**src/design/pdcm_pkg.sv**
```systemverilog
`default_nettype none
package pdcm_pkg;

    localparam int CNT_W   = 16;
    localparam int TO_W    = 16;
    localparam int DUTY_W  = 7;
    localparam int STAT_W  = 2;
    localparam int PROD_W  = CNT_W + DUTY_W;
    localparam int QBITS   = DUTY_W;
    localparam int STEP_W  = $clog2(QBITS);

    localparam logic [TO_W-1:0]   TIMEOUT_RESET = TO_W'(50000);
    localparam logic [DUTY_W-1:0] PERCENT_SCALE = DUTY_W'(100);
    localparam logic [DUTY_W-1:0] DUTY_ZERO     = '0;

    localparam logic [STAT_W-1:0] ST_OK      = 2'd0;
    localparam logic [STAT_W-1:0] ST_TIMEOUT = 2'd1;
    localparam logic [STAT_W-1:0] ST_ZERO    = 2'd2;

    typedef enum logic [1:0] {
        RES_TIMEOUT = 2'd0,
        RES_ZERO    = 2'd1,
        RES_SAT     = 2'd2,
        RES_QUO     = 2'd3
    } t_res;

    typedef struct packed {
        logic tick;
        logic cap_rise;
        logic cap_fall;
        logic clr_wait;
        logic inc_wait;
        logic calc;
        logic mul;
        logic div_step;
        logic load_out;
        t_res res;
    } t_dp_cmd;

    typedef struct packed {
        logic rising;
        logic falling;
        logic wait_hit;
        logic zero_period;
        logic saturate;
        logic div_last;
    } t_dp_sts;

endpackage
`default_nettype wire

```
**src/design/pdcm_ctrl.sv**
```systemverilog
`default_nettype none
module pdcm_ctrl (
    input  wire               i_clk,
    input  wire               i_rst_n,
    input  wire               i_valid,
    output logic              o_stall,
    input  wire               i_action,
    output logic              o_valid,
    input  wire               i_stall,
    input  wire pdcm_pkg::t_dp_sts i_sts,
    output pdcm_pkg::t_dp_cmd o_cmd
);

    typedef enum logic [3:0] {
        S_RUN  = 4'b0001,
        S_MUL  = 4'b0010,
        S_DIV  = 4'b0100,
        S_DONE = 4'b1000
    } t_state;

    typedef enum logic [3:0] {
        PH_IDLE  = 4'b0001,
        PH_RISE1 = 4'b0010,
        PH_FALL  = 4'b0100,
        PH_RISE2 = 4'b1000
    } t_phase;

    t_state r_state, n_state;
    t_phase r_phase, n_phase;
    logic   r_out_valid;
    logic   acc;
    logic   out_free;
    logic   hit;

    assign o_stall  = (r_state != S_RUN) || (r_out_valid && i_stall);
    assign out_free = !r_out_valid || !i_stall;
    assign acc      = i_valid && !o_stall;
    assign hit      = (r_phase == PH_FALL) ? i_sts.falling : i_sts.rising;
    assign o_valid  = r_out_valid;

    always_comb begin
        o_cmd   = '0;
        n_state = r_state;
        n_phase = r_phase;
        unique case (r_state)
            S_RUN: begin
                if (acc) begin
                    if (i_action) begin
                        // restart: drop any measurement in progress
                        n_phase        = PH_RISE1;
                        o_cmd.clr_wait = 1'b1;
                    end else begin
                        o_cmd.tick = 1'b1;
                        if (r_phase != PH_IDLE) begin
                            if (hit) begin
                                o_cmd.clr_wait = 1'b1;
                                unique case (r_phase)
                                    PH_RISE1: begin
                                        o_cmd.cap_rise = 1'b1;
                                        n_phase        = PH_FALL;
                                    end
                                    PH_FALL: begin
                                        o_cmd.cap_fall = 1'b1;
                                        n_phase        = PH_RISE2;
                                    end
                                    PH_RISE2: begin
                                        o_cmd.calc = 1'b1;
                                        n_phase    = PH_IDLE;
                                        n_state    = S_MUL;
                                    end
                                    default: n_phase = PH_IDLE;
                                endcase
                            end else if (i_sts.wait_hit) begin
                                o_cmd.clr_wait = 1'b1;
                                o_cmd.load_out = 1'b1;
                                o_cmd.res      = pdcm_pkg::RES_TIMEOUT;
                                n_phase        = PH_IDLE;
                            end else begin
                                o_cmd.inc_wait = 1'b1;
                            end
                        end
                    end
                end
            end
            S_MUL: begin
                if (i_sts.zero_period) begin
                    if (out_free) begin
                        o_cmd.load_out = 1'b1;
                        o_cmd.res      = pdcm_pkg::RES_ZERO;
                        n_state        = S_RUN;
                    end
                end else if (i_sts.saturate) begin
                    if (out_free) begin
                        o_cmd.load_out = 1'b1;
                        o_cmd.res      = pdcm_pkg::RES_SAT;
                        n_state        = S_RUN;
                    end
                end else begin
                    o_cmd.mul = 1'b1;
                    n_state   = S_DIV;
                end
            end
            S_DIV: begin
                o_cmd.div_step = 1'b1;
                if (i_sts.div_last) begin
                    n_state = S_DONE;
                end
            end
            S_DONE: begin
                if (out_free) begin
                    o_cmd.load_out = 1'b1;
                    o_cmd.res      = pdcm_pkg::RES_QUO;
                    n_state        = S_RUN;
                end
            end
            default: n_state = S_RUN;
        endcase
    end

    always_ff @(posedge i_clk) begin
        if (!i_rst_n) begin
            r_state     <= S_RUN;
            r_phase     <= PH_IDLE;
            r_out_valid <= 1'b0;
        end else begin
            r_state <= n_state;
            r_phase <= n_phase;
            if (o_cmd.load_out) begin
                r_out_valid <= 1'b1;
            end else if (!i_stall) begin
                r_out_valid <= 1'b0;
            end
        end
    end

endmodule
`default_nettype wire

```
**src/design/pdcm_dp.sv**
```systemverilog
`default_nettype none
module pdcm_dp (
    input  wire                              i_clk,
    input  wire                              i_rst_n,
    input  wire                              i_level,
    input  wire                              i_cfg_wr_en,
    input  wire  [pdcm_pkg::TO_W-1:0]        i_cfg_wr_data,
    input  wire  pdcm_pkg::t_dp_cmd          i_cmd,
    output pdcm_pkg::t_dp_sts                o_sts,
    output logic [pdcm_pkg::DUTY_W-1:0]      o_duty_percent,
    output logic [pdcm_pkg::STAT_W-1:0]      o_status
);

    logic [pdcm_pkg::CNT_W-1:0]  r_tick;
    logic [pdcm_pkg::CNT_W-1:0]  r_rise;
    logic [pdcm_pkg::CNT_W-1:0]  r_fall;
    logic [pdcm_pkg::TO_W-1:0]   r_wait;
    logic                        r_last_level;
    logic [pdcm_pkg::TO_W-1:0]   r_timeout;
    logic [pdcm_pkg::CNT_W-1:0]  r_period;
    logic [pdcm_pkg::CNT_W-1:0]  r_high;
    logic [pdcm_pkg::PROD_W-1:0] r_rem;
    logic [pdcm_pkg::QBITS-1:0]  r_quo;
    logic [pdcm_pkg::STEP_W-1:0] r_step;
    logic [pdcm_pkg::DUTY_W-1:0] r_duty;
    logic [pdcm_pkg::STAT_W-1:0] r_status;

    logic [pdcm_pkg::CNT_W-1:0]  tick_next;
    logic [pdcm_pkg::TO_W-1:0]   wait_next;
    logic [pdcm_pkg::TO_W-1:0]   limit;
    logic [pdcm_pkg::PROD_W-1:0] div_sh;
    logic                        div_ge;

    assign tick_next = r_tick + 1'b1;
    assign wait_next = r_wait + 1'b1;
    // a zero limit acts like one
    assign limit     = (r_timeout == '0) ? pdcm_pkg::TO_W'(1) : r_timeout;
    assign div_sh    = pdcm_pkg::PROD_W'(r_period) << r_step;
    assign div_ge    = r_rem >= div_sh;

    assign o_sts.rising      = i_level && !r_last_level;
    assign o_sts.falling     = !i_level && r_last_level;
    assign o_sts.wait_hit    = wait_next >= limit;
    assign o_sts.zero_period = (r_period == '0);
    assign o_sts.saturate    = (r_high > r_period);
    assign o_sts.div_last    = (r_step == '0);

    assign o_duty_percent = r_duty;
    assign o_status       = r_status;

    always_ff @(posedge i_clk) begin
        if (!i_rst_n) begin
            r_tick       <= '0;
            r_rise       <= '0;
            r_fall       <= '0;
            r_wait       <= '0;
            r_last_level <= 1'b0;
            r_timeout    <= pdcm_pkg::TIMEOUT_RESET;
        end else begin
            if (i_cfg_wr_en) begin
                r_timeout <= i_cfg_wr_data;
            end
            if (i_cmd.tick) begin
                r_tick       <= tick_next;
                r_last_level <= i_level;
            end
            // an edge captures the count after this tick's advance
            if (i_cmd.cap_rise) begin
                r_rise <= tick_next;
            end
            if (i_cmd.cap_fall) begin
                r_fall <= tick_next;
            end
            if (i_cmd.clr_wait) begin
                r_wait <= '0;
            end else if (i_cmd.inc_wait) begin
                r_wait <= wait_next;
            end
        end
    end

    always_ff @(posedge i_clk) begin
        if (i_cmd.calc) begin
            r_period <= tick_next - r_rise;
            r_high   <= r_fall - r_rise;
        end
        if (i_cmd.mul) begin
            r_rem  <= pdcm_pkg::PROD_W'(r_high) * pdcm_pkg::PROD_W'(pdcm_pkg::PERCENT_SCALE);
            r_quo  <= '0;
            r_step <= pdcm_pkg::STEP_W'(pdcm_pkg::QBITS - 1);
        end else if (i_cmd.div_step) begin
            // restoring division, one quotient bit per cycle, MSB first
            if (div_ge) begin
                r_rem         <= r_rem - div_sh;
                r_quo[r_step] <= 1'b1;
            end
            r_step <= r_step - 1'b1;
        end
        if (i_cmd.load_out) begin
            unique case (i_cmd.res)
                pdcm_pkg::RES_TIMEOUT: begin
                    r_duty   <= pdcm_pkg::DUTY_ZERO;
                    r_status <= pdcm_pkg::ST_TIMEOUT;
                end
                pdcm_pkg::RES_ZERO: begin
                    r_duty   <= pdcm_pkg::DUTY_ZERO;
                    r_status <= pdcm_pkg::ST_ZERO;
                end
                pdcm_pkg::RES_SAT: begin
                    r_duty   <= pdcm_pkg::PERCENT_SCALE;
                    r_status <= pdcm_pkg::ST_OK;
                end
                pdcm_pkg::RES_QUO: begin
                    r_duty   <= r_quo;
                    r_status <= pdcm_pkg::ST_OK;
                end
                default: begin
                    r_duty   <= pdcm_pkg::DUTY_ZERO;
                    r_status <= pdcm_pkg::ST_OK;
                end
            endcase
        end
    end

endmodule
`default_nettype wire

```
**src/design/pwm_duty_cycle_meter_core.sv**
```systemverilog
// PWM duty-cycle meter, one measurement per start item.
// Input channel (i_valid / o_stall): each item is either a start (i_action = 1),
// which arms the meter, or a tick (i_action = 0) carrying the sampled pin level
// in i_level. Ticks advance a 16-bit free-running counter; the meter captures it
// at a rising edge, the following falling edge and the next rising edge.
// Output channel (o_valid / i_stall): one item per finished measurement with
// o_duty_percent and o_status (ok, timeout, zero period).
// Throughput: one input item per cycle while no result waits on a stalled output,
// except the tick that closes a measurement: the input then stalls through the
// multiply stage and, unless the period is zero or over-range, through the 7-step
// restoring divider that produces the percentage one bit per cycle.
// A timeout result is loaded into the output register by its accepting edge;
// other results are loaded from the multiply state or from the done state.
// A result waits in the output register while i_stall is high, and the input
// stalls for as long as a result waits there. i_cfg_wr_en writes the timeout
// limit from i_cfg_wr_data.
// Synchronous reset (i_rst_n low) clears the counters and captures, goes idle,
// drops any pending result and restores the timeout limit to 50000.
`default_nettype none
module pwm_duty_cycle_meter_core (
    input  wire                              i_clk,
    input  wire                              i_rst_n,
    input  wire                              i_valid,
    output logic                             o_stall,
    input  wire                              i_action,
    input  wire                              i_level,
    input  wire                              i_cfg_wr_en,
    input  wire  [pdcm_pkg::TO_W-1:0]        i_cfg_wr_data,
    output logic                             o_valid,
    input  wire                              i_stall,
    output logic [pdcm_pkg::DUTY_W-1:0]      o_duty_percent,
    output logic [pdcm_pkg::STAT_W-1:0]      o_status
);

    pdcm_pkg::t_dp_cmd cmd;
    pdcm_pkg::t_dp_sts sts;

    pdcm_ctrl u_ctrl (
        .i_clk    (i_clk),
        .i_rst_n  (i_rst_n),
        .i_valid  (i_valid),
        .o_stall  (o_stall),
        .i_action (i_action),
        .o_valid  (o_valid),
        .i_stall  (i_stall),
        .i_sts    (sts),
        .o_cmd    (cmd)
    );

    pdcm_dp u_dp (
        .i_clk          (i_clk),
        .i_rst_n        (i_rst_n),
        .i_level        (i_level),
        .i_cfg_wr_en    (i_cfg_wr_en),
        .i_cfg_wr_data  (i_cfg_wr_data),
        .i_cmd          (cmd),
        .o_sts          (sts),
        .o_duty_percent (o_duty_percent),
        .o_status       (o_status)
    );

endmodule
`default_nettype wire

```
**config.mk**
```make
export PLATFORM = sky130hd
export DESIGN_NAME = pwm_duty_cycle_meter_core
export DESIGN_NICKNAME = d
export VERILOG_FILES = /design/src/design/pdcm_pkg.sv /design/src/design/pdcm_ctrl.sv /design/src/design/pdcm_dp.sv /design/src/design/pwm_duty_cycle_meter_core.sv
export SDC_FILE = /design/constraint.sdc
export NUM_CORES = 1
export LEC_CHECK = 0
export BUFFER_PORTS_ARGS = -buffer_cell sky130_fd_sc_hd__buf_2
export CAP_MARGIN = 25
export CELL_PAD_IN_SITES_DETAIL_PLACEMENT = 1
export CELL_PAD_IN_SITES_GLOBAL_PLACEMENT = 1
export CORE_UTILIZATION = 35
export DETAILED_ROUTE_END_ITERATION = 16
export GPL_TIMING_DRIVEN = 0
export PLACE_DENSITY = 0.59
export SLEW_MARGIN = 20
export SYNTH_ARGS = -nofsm -noshare
export SYNTH_HDL_FRONTEND = slang
export SYNTH_HIERARCHICAL = 1
export SYNTH_SLANG_ARGS = --single-unit
export TNS_END_PERCENT = 5
```
**constraint.sdc**
```tcl
create_clock -name i_clk -period 13.2 [get_ports i_clk]
set_clock_uncertainty 0.2 [all_clocks]
set_input_delay 1.98 -clock i_clk [delete_from_list [all_inputs] [get_ports i_clk]]
set_output_delay 1.98 -clock i_clk [all_outputs]
set_load 0.02 [all_outputs]
```
## Word level (Yosys, flattened, before mapping)

Cells that the tools add are included.

- Output and inout port bits: 11
- Logic and storage cells: 134
- Input port bits: 23
- Register bits: 164

- Equality and inequality tests: 19
- $mul: 1
- Add/sub/neg operators: 6
- Order comparisons: 5
- Mux-type cells: 56
- Shifts and indexed selects: 1
- Bitwise operators: 2
- Reductions and logical operators: 27

Operators by type and width:

| cell | count |
|---|---|
| $mux 23 | 3 |
| $mux 4 | 13 |
| $mux 3 | 11 |
| $add 16x1->16 const B | 2 |
| $logic_not 16->1 | 2 |
| $sub 16x16->16 | 2 |
| $ge 23x23->1 | 1 |
| $shl 16x3->23 | 1 |
| $sub 23x23->23 | 1 |
| $mul 16x5->21 const B | 1 |
| $pmux 7 s3 | 1 |
| $mux 1 | 17 |
| $ge 16x16->1 | 1 |
| $gt 16x16->1 | 1 |
| $mux 16 | 1 |
| $pmux 4 s4 | 1 |
| $mux 6 | 2 |
| $pmux 3 s3 | 1 |
| $eq 4x2->1 const B | 2 |
| $eq 4x3->1 const B | 2 |
| $eq 4x4->1 const B | 2 |
| $ne 2x1->1 const B | 4 |
| $ne 4x1->1 const B | 2 |
| $pmux 4 s2 | 1 |
| 24 further kinds | 42 |

## Depth between registers and ports, before layout

Gate-level depths: netlist (run 1).

- Depth in word-level cells: 12
- Mapped depth: 20

## Cells and area by module

Netlist (run 1), hierarchy kept.

Modules (own cells, without submodules):

| module | area each (µm²) | seq. area each (µm²) | instances | cells an instance |
|---|---|---|---|---|
| pdcm_dp | 11,606.1 | 3,723.6 | 1 | 1,288 |
| pdcm_ctrl | 721.9 | 180.2 | 1 | 97 |

## Worst setup path before layout (run 1)

OpenSTA, ideal clock, no wires.

- Kind: input port to output port
- Start: in i_stall
- End: out o_stall
- Setup slack: 8.715 ns
- Required time: 11.020 ns
- Data arrival time: 2.305 ns
- Stages: 2
- Path through: nand2_1 > nand2_1

- Word-level cells in the longest chain between the ends: 2

Ends and longest elaborated chain:

| what | line | RTL |
|---|---|---|
| from (decl) | pwm_duty_cycle_meter_core.sv:30 | `input wire i_stall,` |
| $logic_and 1x1->1 | pdcm_ctrl.sv:35 | `assign o_stall = (r_state != S_RUN) \|\| (r_out_valid && i_stall);` |
| $logic_or 1x1->1 | pdcm_ctrl.sv:35 |  |
| to (decl) | pwm_duty_cycle_meter_core.sv:24 | `output logic o_stall,` |

Every way passes these cells.

## Final worst setup path (run 1)

- Start: reg u_dp/r_step[0] in the netlist's numbering
- End: reg u_dp/r_rem[21] in the netlist's numbering (enable)

- Word-level cells in the longest chain between the ends: 4

Ends and longest elaborated chain:

| what | line | RTL |
|---|---|---|
| from (decl) | pdcm_dp.sv:24 | `logic [pdcm_pkg::STEP_W-1:0] r_step;` |
| from (signal assigned) | pdcm_dp.sv:90 | `r_step <= pdcm_pkg::STEP_W'(pdcm_pkg::QBITS - 1);` |
| from (signal assigned) | pdcm_dp.sv:97 | `r_step <= r_step - 1'b1;` |
| $shl 16x3->23 | pdcm_dp.sv:38 | `assign div_sh = pdcm_pkg::PROD_W'(r_period) << r_step;` |
| $ge 23x23->1 | pdcm_dp.sv:39 | `assign div_ge = r_rem >= div_sh;` |
| $reduce_bool 2->1 (no source line) | n/a |  |
| $reduce_and 2->1 (no source line) | n/a |  |
| to (signal assigned) | pdcm_dp.sv:88 | `r_rem <= pdcm_pkg::PROD_W'(r_high) * pdcm_pkg::PROD_W'(pdcm_pkg::PERCENT_SCALE);` |
| to (signal assigned) | pdcm_dp.sv:94 | `r_rem <= r_rem - div_sh;` |
| to (decl) | pdcm_dp.sv:22 | `logic [pdcm_pkg::PROD_W-1:0] r_rem;` |

Every way passes these cells.
A chain may end at the register's enable or synchronous reset.

==> results of run 1 <==
==> cell usage after synthesis (6+ instances only) <==
master | count | area share, %
nand4_1 | 18 | 0.91
a21boi_0 | 6 | 0.37
o21bai_1 | 10 | 0.61
a31oi_1 | 11 | 0.56
xor2_1 | 56 | 4.0
a21o_1 | 23 | 1.4
nor2b_1 | 18 | 0.91
nor4_1 | 11 | 0.56
a211oi_1 | 41 | 2.5
o21ai_0 | 47 | 1.9
o21a_1 | 17 | 1.0
buf_2 | 6 | 0.24
dfxtp_1 | 102 | 17
and2_1 | 9 | 0.46
a21oi_1 | 58 | 2.4
mux2i_1 | 33 | 2.7
and3_1 | 29 | 1.5
nand2_1 | 104 | 3.2
inv_1 | 142 | 4.3
nor2_1 | 144 | 4.4
nor3_1 | 25 | 1.0
edfxtp_1 | 62 | 15
mux4_2 | 8 | 1.5
clkbuf_1 | 34 | 1.0
xnor2_1 | 53 | 3.8
nand3_1 | 24 | 0.97
ha_1 | 142 | 14
fa_1 | 14 | 2.3
o211ai_1 | 11 | 0.67
nand2b_1 | 12 | 0.61
o31ai_1 | 16 | 0.97
==> worst max-delay path: cells and delay by family (launching register included) <==
kind	cells	cell delay [ps]
AOI/OAI and AO/OA	7	1640
buffers and inverters	4	1650
adders and majority gates	1	360
and+or+nand+nor	4	850
DFF	1	320
==> flip-flops by register name (all words and copies together), names as in the netlist <==
signal / cells
u_dp/r_high: 16
u_dp/r_step: 3
u_dp/r_period: 16
u_dp/r_last_level: 1
u_ctrl/o_valid: 1
u_dp/r_rem: 23
u_ctrl/r_state: 4
u_dp/r_fall: 16
u_dp/o_duty_percent: 7
u_dp/r_quo: 7
u_dp/r_wait: 16
u_dp/r_tick: 16
u_dp/r_timeout: 16
u_ctrl/r_phase: 4
u_dp/r_rise: 16
u_dp/o_status: 2
==> routing by layer <==
layer	up-vias	part of all wire, %	wire length [um]
li1	4991	-	-
met1	4729	47	15440
met2	82	50	16340
met3	30	1.6	513
met4	0	1.5	483
met5	-	0	0
==> kinds of logic (layout without fill, tap and decap cells) <==
group / after synthesis / count (layout) / share of synthesized area [%]
compound gates: 289 / 289 / 16.33
buf+inv: 193 / 258 / 6.150
flops: 164 / 164 / 31.67
simple gates: 431 / 431 / 17.10
xor+xnor: 109 / 109 / 7.744
mux: 43 / 43 / 4.324
fa+ha+maj: 156 / 156 / 16.69
==> through the flow <==
stage / setup WS [ps] / total power, uW / hold slack (ps)
final: 7877 / 1133 / 272.3
after global routing: 7497 / 1173 / 307.5
after CTS: 7823 / 1152 / 277.2
after detailed placement: 7849 / 596.3 / 259.5
after global placement: 7517 / 595.7 / 259.6
after floorplan: 8715 / 577.6 / 228.6
==> power breakdown <==
group	total [uW]	switching [uW]	internal, uW
logic	52.2	31.2	21.0
registers	532	4.16	528
clock network	549	220	328
total	1130	256	877
==> placed cells by master, fill, tap and decap left out, drive strengths merged, types with 33 or more instances in the layout <==
| master | count |
|---|---|
| a211oi | 43 |
| a21oi | 59 |
| buf | 48 |
| clkbuf | 57 |
| dfxtp | 102 |
| edfxtp | 62 |
| ha | 142 |
| inv | 148 |
| mux2i | 33 |
| nand2 | 105 |
| nor2 | 147 |
| o21ai | 53 |
| xnor2 | 53 |
| xor2 | 56 |
==> worst max-delay path by stage <==
stage / start / end / slack [ps] / cells after the start
after floorplan: i_stall / o_stall / 8720 / 2
after detailed placement: u_dp/r_step[0] / u_dp/r_rem[15] / 7850 / 16
final: u_dp/r_step[0] / u_dp/r_rem[21] / 7880 / 16
after global placement: u_dp/r_step[0] / u_dp/r_rem[15] / 7520 / 15
after CTS: u_dp/r_step[0] / u_dp/r_rem[21] / 7820 / 16
after global routing: u_dp/r_step[0] / u_dp/r_rem[21] / 7500 / 16
==> layout make-up <==
class	count	area share [%]
multi-input cells	1028	55.94
flip-flops and latches	164	28.48
well taps	455	4.153
inverters	144	3.943
clock buffers	23	3.651
plain buffers	49	1.588
repair buffers	33	1.251
clock inverters	9	0.9950
==> impl_metrics.tcl, run 1 <==
set metrics [dict create \
    finalCritPeriodShare_pct 40.33 \
    rows 68 \
    yosysWarnings 6 \
    cp_cell_sequence "clkbuf_1, clkbuf_1, clkinv_1, nor2_1, nand2_1, o21ai_0, nand2_1, ha_1, o211a_1, o31ai_2, a31oi_2, a221oi_4, a221oi_4, o21ai_4, nand2b_1, buf_6" \
    critPathMaxStageDelay_ps 520 \
    cts_hold_buf 0 \
    synthFlopType "dfxtp_1" \
    grt_pass1_wl_um 53450 \
    cts_buffer_depth 2 \
    syn-instance-count 1385 \
    path_class "flip-flop to flip-flop" \
    synth.avg_cell_area_sq_um 8.901 \
    gr-total-overflow 0 \
    viasPerCell 5.161 \
    drc 0 \
    synth-seq-cells 164 \
    busiest_layer "met2" \
    dr.pass1.iters 4 \
    postCtsSetupRepairBufs 0 \
    path_clk_slew_ps 70 \
    cp_max_fo 14 \
    maxCapViolCount 0 \
    final_util_pct 39.58 \
    fmax_ghz 0.1879 \
    start_util_pct 35.60 \
    portBuffers 32 \
    hold_class "flip-flop to flip-flop" \
    arrival_ps 5310 \
    grt_usage_pct 18.84 \
    dr_total_vias 9832 \
    final_nets 1616 \
    multi_input_area_sq_mm 0.007667 \
    reg2reg_depth 16 \
    design.die.area_sq_mm 0.03598 \
    post_dp_cell_area_sq_mm 0.01307 \
    antenna_found_initial 0 \
    dp_cells 1873 \
    grt_max_degree 33 \
    numCtsBuffers 17 \
    netlist_area_sq_mm 0.01233 \
    worstMarginPinSlew_ps 889.7 \
    r2r-start "u_dp/r_step[0]" \
    finalSetupViolCount 0 \
    wl_um 32780 \
    rsz0062_at_grt "no" \
    grt_pass1_vias 10300 \
    use_met2_pct 34.38 \
    leakagePower_uw 0.005750 \
    setup_tns_ps 0 \
    r2r_end "u_dp/r_rem[21]" \
    slew_headroom_pct 39.85 \
    antenna_cells 0 \
    seq_area_sq_mm 0.003904 \
    ctsResizeCount 0 \
    min_from "u_dp/r_quo[1]" \
    async_flop_share_pct 0 \
    cts_max_level 4 \
    wire_per_inst_um 17.21 \
    die_h_um 189.7 \
    holdPathEnd "u_dp/r_quo[1]" \
    global_route.usage.met1_pct 23.22 \
    insertion_delay_ps 440 \
    min_delay_path_depth 2 \
    hpwlAfterDp_um 26530 \
    start_kind "flip-flop" \
    num_io_pins 34 \
    ant_nets 0 \
    drive_above_1_share_pct 7.448 \
    n_fill_cell 4079 \
    hold_violations 0 \
    status "finished, final reports clean" \
    finalNonFillerCells 1905 \
    power_density_mw_per_mm2 82.65 \
    worst-endpoint-required_ps 13180 \
    syn_to_final_growth_pct 11.18 \
    slew_violations 0 \
    yosysSeqAreaShare_pct 31.67 \
    cp_slowest_cell "clkbuf_1" \
    drt_iter0_drc 346 \
    finalInstanceArea_sq_mm 0.01371 \
    end_kind "flip-flop" \
    cts.sinks 164 \
    r2r_slack_ps 7880 \
    synth_edf_count 62 \
    met3_usage_pct 2.140 \
    synth_cell_types 86 \
    vdd_drop_max_mv 0.09413 \
    cts_root_buf "clkbuf_16" \
    finalCriticalPeriod_ps 5323 \
    place_congestion 0.8233 \
    syn_nets 1564 \
    cts_tree "yes" \
    core_area_sq_mm 0.03463 \
    die_x_um 189.7 \
]
No activity file was read; power rests on OpenSTA's default activity.
==> run 2, diff against run 1 <==
==> constraint.sdc (replaced) <==
create_clock -name i_clk -period 5.3 [get_ports i_clk]
set_clock_uncertainty 0.2 [all_clocks]
set_input_delay 0.795 -clock i_clk [delete_from_list [all_inputs] [get_ports i_clk]]
set_output_delay 0.795 -clock i_clk [all_outputs]
set_load 0.02 [all_outputs]
==> run 2 against run 1 <==
Final area about the same. First-iteration DRC count increased by 8.1%. Highest routed layer unchanged. Clock power increased by 150%. Final cell count about the same. Maximum frequency increased by 8.5%. Utilization about the same. Sequential cell count unchanged. Global-route usage unchanged. Sequential share of layout area about the same. Combinational power increased by 150%. Critical path depth decreased by 1.
==> impl_metrics.tcl, run 2 (synthesis results as in run 1) <==
set metrics [dict create \
    status "finished, final reports clean" \
    cts_tree "yes" \
    path_class "flip-flop to flip-flop" \
    final_util_pct 39.58 \
    grt_pass1_wl_um 53450 \
    die_h_um 189.7 \
    finalCriticalPeriod_ps 4908 \
    viasPerCell 5.163 \
    power_density_mw_per_mm2 205.9 \
    portBuffers 32 \
    path_clk_slew_ps 70 \
    timing.hold.ws_ps 272.3 \
    path_delay_family "compound AO/OA/AOI/OAI gates" \
    place_congestion 0.8233 \
    drive_above_1_share_pct 7.522 \
    rows 68 \
    swShare_pct 22.57 \
    start_util_pct 35.60 \
    layout.cells.most_common "nor2_1" \
    wl_um 32810 \
    global_route.usage.met1_pct 23.22 \
    slew_violations 0 \
    slew_headroom_pct 39.85 \
    drt_iter0_drc 374 \
    cts_max_level 4 \
    power.share.clock_pct 48.4 \
    maxCapViolCount 0 \
    regMostFlops "u_dp/r_rem" \
    vdd_drop_max_mv 0.2325 \
    worstMarginPinSlew_ps 889.7 \
    design.die.area_sq_mm 0.03598 \
    p_seq_share_pct 46.9 \
    comb_power_share_pct 4.6 \
    cp_slowest_cell "dfxtp_1" \
    hold_class "flip-flop to flip-flop" \
    cp_cell_sequence "clkbuf_2, clkinv_1, nor2_1, nand2_1, o21ai_0, nand2_1, ha_1, o211a_1, o31ai_2, a31oi_2, a221oi_4, a221oi_4, o21ai_4, nand2b_1, buf_6" \
    cp_max_fo 14 \
    dr_total_vias 9830 \
    final_nets 1615 \
    cts_hold_buf 0 \
    largest_reg_flops 23 \
    die_x_um 189.7 \
    finalCritPeriodShare_pct 92.60 \
    num_io_pins 34 \
    p_int_uw 2184 \
    hold_violations 0 \
    antenna_cells 0 \
    final_cell_mix "nor2_1 (144), inv_1 (142), ha_1 (142)" \
    antenna_found_initial 0 \
    cts_root_buf "clkbuf_16" \
    fmax_ghz 0.2038 \
    grt_pass1_vias 10300 \
    wire_per_inst_um 17.23 \
    use_met2_pct 34.38 \
    leakagePower_uw 0.005753 \
    dr.pass1.iters 4 \
    hpwlAfterDp_um 26530 \
    worst-endpoint-required_ps 5280 \
    met3_usage_pct 2.140 \
    n_fill_cell 4076 \
    drc 0 \
    end_kind "flip-flop" \
    core_area_sq_mm 0.03463 \
    cts.sinks 164 \
    numCtsBuffers 17 \
    finalSetupViolCount 0 \
    start_kind "flip-flop" \
    p_switching_uw 636.6 \
    gr-total-overflow 0 \
    grt_usage_pct 18.84 \
    syn_to_final_growth_pct 11.16 \
    fin_ws_ps 392.3 \
    path_buf_inv 3 \
    pre_cts_ws_ps -50.54 \
    critPathMaxStageDelay_ps 570 \
    rsz0062_at_grt "no" \
    insertion_delay_ps 440 \
    total_power_uw 2821 \
    ant_nets 0 \
    busiest_layer "met2" \
    grt_max_degree 33 \
    arrival_ps 4890 \
    cts_buffer_depth 2 \
]
run 2: cell count changes in the layout (fill, tap and decap cells not counted), sizes merged:
cell,change
clkbuf,-1
run 2: stage by stage:
step                      setup TNS (ps)  std cells  area [sq um]
after floorplan                        0       1385         12330
after global placement             -7997       1872         13060
after detailed placement          -692.3       1873         13070
after CTS                              0       1905         13710
after global routing                   0       1904         13700
final                                  0       1904         13700
run 2: repair_timing:
item	in CTS	in global routing
gates resized for setup	1	0
setup endpoints to repair	14	14
buffers inserted	0	0
run 2: cell type report:
| type | count | area, sq um | share of cell area, % |
|---|---|---|---|
| clock inverters | 9 | 136.4 | 0.9952 |
| well taps | 455 | 569.3 | 4.154 |
| clock buffers | 23 | 500.5 | 3.652 |
| inverters | 144 | 540.5 | 3.944 |
| plain buffers | 48 | 215.2 | 1.570 |
| multi-input cells | 1028 | 7667 | 55.95 |
| repair buffers | 33 | 171.4 | 1.251 |
| flip-flops and latches | 164 | 3904 | 28.49 |
run 2: power groups by stage:
stage	sequential, uW	combinational, uW	clock [uW]
global placement	1350	131	0
global route	1330	147	1450
floorplan	1350	89.6	0
CTS	1320	133	1410
finish	1320	130	1370
detailed placement	1350	132	0
run 2: path summary, 6_finish.rpt:
kind,depth (start not counted),from,to,slack [ps]
max,15,u_dp/r_step[0],u_dp/r_rem[21],390
min,2,u_dp/r_quo[1],u_dp/r_quo[1],270
max reg2reg,15,u_dp/r_step[0],u_dp/r_rem[21],390
min reg2reg,2,u_dp/r_quo[1],u_dp/r_quo[1],270
run 2: metal layers:
metal	routed length (um)	share of wire [%]
met1	15450	47
met2	16370	50
met3	530	1.6
met4	461	1.4
met5	0	0
run 2: worst reg2reg max path, cell delays in order (launching register included):
cell and delay [ps]:
dfxtp_1 570, clkbuf_2 360, clkinv_1 360, nor2_1 340, nand2_1 80, o21ai_0 140, nand2_1 100, ha_1 360
o211a_1 260, o31ai_2 80, a31oi_2 250, a221oi_4 470, a221oi_4 140, o21ai_4 340, nand2b_1 320, buf_6 270
==> run 3, diff against run 2 <==
--- a/config.mk
+++ b/config.mk
@@ -12,7 +12,7 @@
 export CORE_UTILIZATION = 35
 export DETAILED_ROUTE_END_ITERATION = 16
 export GPL_TIMING_DRIVEN = 0
-export PLACE_DENSITY = 0.59
+export PLACE_DENSITY = 0.61
 export SLEW_MARGIN = 20
 export SYNTH_ARGS = -nofsm -noshare
 export SYNTH_HDL_FRONTEND = slang
==> constraint.sdc (replaced) <==
create_clock -name i_clk -period 4.2 [get_ports i_clk]
set_clock_uncertainty 0.2 [all_clocks]
set_input_delay 0.63 -clock i_clk [delete_from_list [all_inputs] [get_ports i_clk]]
set_output_delay 0.63 -clock i_clk [all_outputs]
set_load 0.02 [all_outputs]
==> run 3 against run 2 <==
Combinational power up 32%. Final cell count up 0.32%. Register-to-register slack worse by 290 ps. Non-clock buffer count up 6. Utilization up 0.38 points. Count of clock-buffer cells in the layout down 5. Sequential cell count unchanged. Wire length up 1.2%. First-iteration DRC count up 0.53%. Critical path type unchanged. Highest routed layer unchanged.
==> impl_metrics.tcl, run 3 (synthesis results as in run 1) <==
set metrics [dict create \
    slew_headroom_pct 20.79 \
    cts_root_buf "clkbuf_16" \
    start_kind "flip-flop" \
    cts.sinks 164 \
    seq_area_sq_mm 0.003910 \
    timing.hold.ws_ps 215.8 \
    post_dp_cell_area_sq_mm 0.01306 \
    cts_hold_buf 0 \
    fmax_ghz 0.2438 \
    insertion_delay_ps 440 \
    portBuffers 32 \
    maxCapViolCount 0 \
    design.die.area_sq_mm 0.03598 \
    path_class "flip-flop to flip-flop" \
    cts_tree "yes" \
    cp_max_fo 4 \
    final_nets 1621 \
    finalSetupViolCount 0 \
    status "finished, final reports clean" \
    p_seq_share_pct 48.6 \
    num_io_pins 34 \
    core_area_sq_mm 0.03463 \
    finalInstanceArea_sq_mm 0.01384 \
    drc 0 \
    dp_cells 1872 \
    worstMarginPinSlew_ps 1172 \
    regMostFlops "u_dp/r_rem" \
    swShare_pct 24.09 \
    power.share.clock_pct 46.4 \
    p_int_uw 2611 \
    worst-endpoint-required_ps 4200 \
    power_density_mw_per_mm2 248.6 \
    comb_power_share_pct 5.0 \
    place_congestion 0.8170 \
    dr.pass1.iters 6 \
    arrival_ps 4100 \
    min_from "i_cfg_wr_data[4]" \
    finalNonFillerCells 1910 \
    multi_input_area_sq_mm 0.007767 \
    start_util_pct 35.60 \
    numCtsBuffers 17 \
    finalCriticalPeriod_ps 4101 \
    drt_iter0_drc 376 \
    min_delay_path_depth 3 \
    p_switching_uw 828.5 \
    antenna_cells 0 \
    r2r_slack_ps 100 \
    syn_to_final_growth_pct 12.24 \
    ant_nets 0 \
    rows 68 \
    grt_pass1_vias 10450 \
    reg2reg_depth 14 \
    grt_pass1_wl_um 55030 \
    n_fill_cell 4026 \
    cts_buffer_depth 2 \
    end_kind "flip-flop" \
    final_cell_mix "nor2_1 (143), inv_1 (142), ha_1 (141)" \
    path_clk_slew_ps 70 \
    hold_violations 0 \
    die_x_um 189.7 \
    grt_usage_pct 19.25 \
    r2r_end "u_dp/r_rem[21]" \
    finalCritPeriodShare_pct 97.65 \
    r2r-start "u_dp/r_high[4]" \
    hpwlAfterDp_um 26580 \
    layout.cells.most_common "nor2_1" \
    cts_max_level 4 \
    slew_violations 0 \
    drive_above_1_share_pct 9.966 \
    gr-total-overflow 0 \
    wire_per_inst_um 17.38 \
    antenna_found_initial 0 \
    viasPerCell 5.165 \
    hold_class "input pin to flip-flop" \
    grt_max_degree 33 \
    dr_total_vias 9865 \
    die_h_um 189.7 \
    vdd_drop_max_mv 0.2730 \
    wl_um 33200 \
    leakagePower_uw 0.005804 \
    holdPathEnd "u_dp/r_timeout[4]" \
    rsz0062_at_grt "yes" \
    largest_reg_flops 23 \
]
==> run 3: area by class of cell <==
cell class / instances / area share, %
multi-input cells: 1028 / 56.14
flip-flops and latches: 164 / 28.26
well taps: 455 / 4.114
inverters: 144 / 3.924
clock buffers: 18 / 3.102
repair buffers: 42 / 1.700
plain buffers: 45 / 1.673
clock inverters: 14 / 1.094
==> run 3: stage by stage <==
| step | setup slack (ps) | total power, uW | utilization [%] | TNS [ps] |
|---|---|---|---|---|
| 2_1_floorplan | 39.77 | 1815 | - | 0 |
| 6_report | 98.82 | 3440 | 39.96 | 0 |
| 4_1_cts | 17.50 | 3492 | 39.65 | 0 |
| 5_1_grt | -54.36 | 3580 | 39.96 | -102.0 |
| 3_3_place_gp | -1132 | 1871 | 37.71 | -55290 |
| 3_5_place_dp | -1148 | 1873 | 37.72 | -56850 |
==> run 3: how the worst max path moves through the flow <==
stage          depth (start not counted)            from  slack, ps              to
2_1_floorplan                         15  u_dp/r_step[0]         40  u_dp/r_rem[10]
3_5_place_dp                          15  u_dp/r_step[0]      -1150  u_dp/r_rem[16]
4_1_cts                               14  u_dp/r_high[4]         20  u_dp/r_rem[21]
6_report                              14  u_dp/r_high[4]        100  u_dp/r_rem[21]
3_3_place_gp                          15  u_dp/r_step[0]      -1130  u_dp/r_rem[15]
5_1_grt                               14  u_dp/r_high[4]        -50  u_dp/r_rem[21]
==> run 3: timing repair <==
action | in CTS | in global routing
setup endpoints to repair | 69 | 65
cloned | 0 | 0
pin swaps | 2 | 3
gates resized for setup | 23 | 25
setup buffers | 6 | 4
==> run 3: critical path, stage by stage (launching register included) <==
cell,delay [ps]
edfxtp_1,450
ha_1,330
ha_1,290
inv_1,50
fa_1,500
inv_1,50
ha_1,340
or4_4,500
o211ai_1,150
o21ai_2,110
a211oi_2,230
o21ai_0,130
a31oi_1,200
xnor2_1,140
a22o_1,200
==> run 3: power by group through the flow <==
stage	sequential [uW]	combinational, uW	clock, uW
after floorplan	1700	113	0
after global placement	1710	164	0
after detailed placement	1710	166	0
after CTS	1670	171	1650
after global routing	1670	195	1710
final	1670	172	1600
==> run 3: metal layers <==
metal | part of all wire, % | GRT usage, % | up-vias
li1 | - | - | 5010
met1 | 47 | 24.09 | 4740
met2 | 50 | 34.78 | 90
met3 | 1.6 | 2.601 | 25
met4 | 1.2 | 4.342 | 0
met5 | 0 | 0 | -
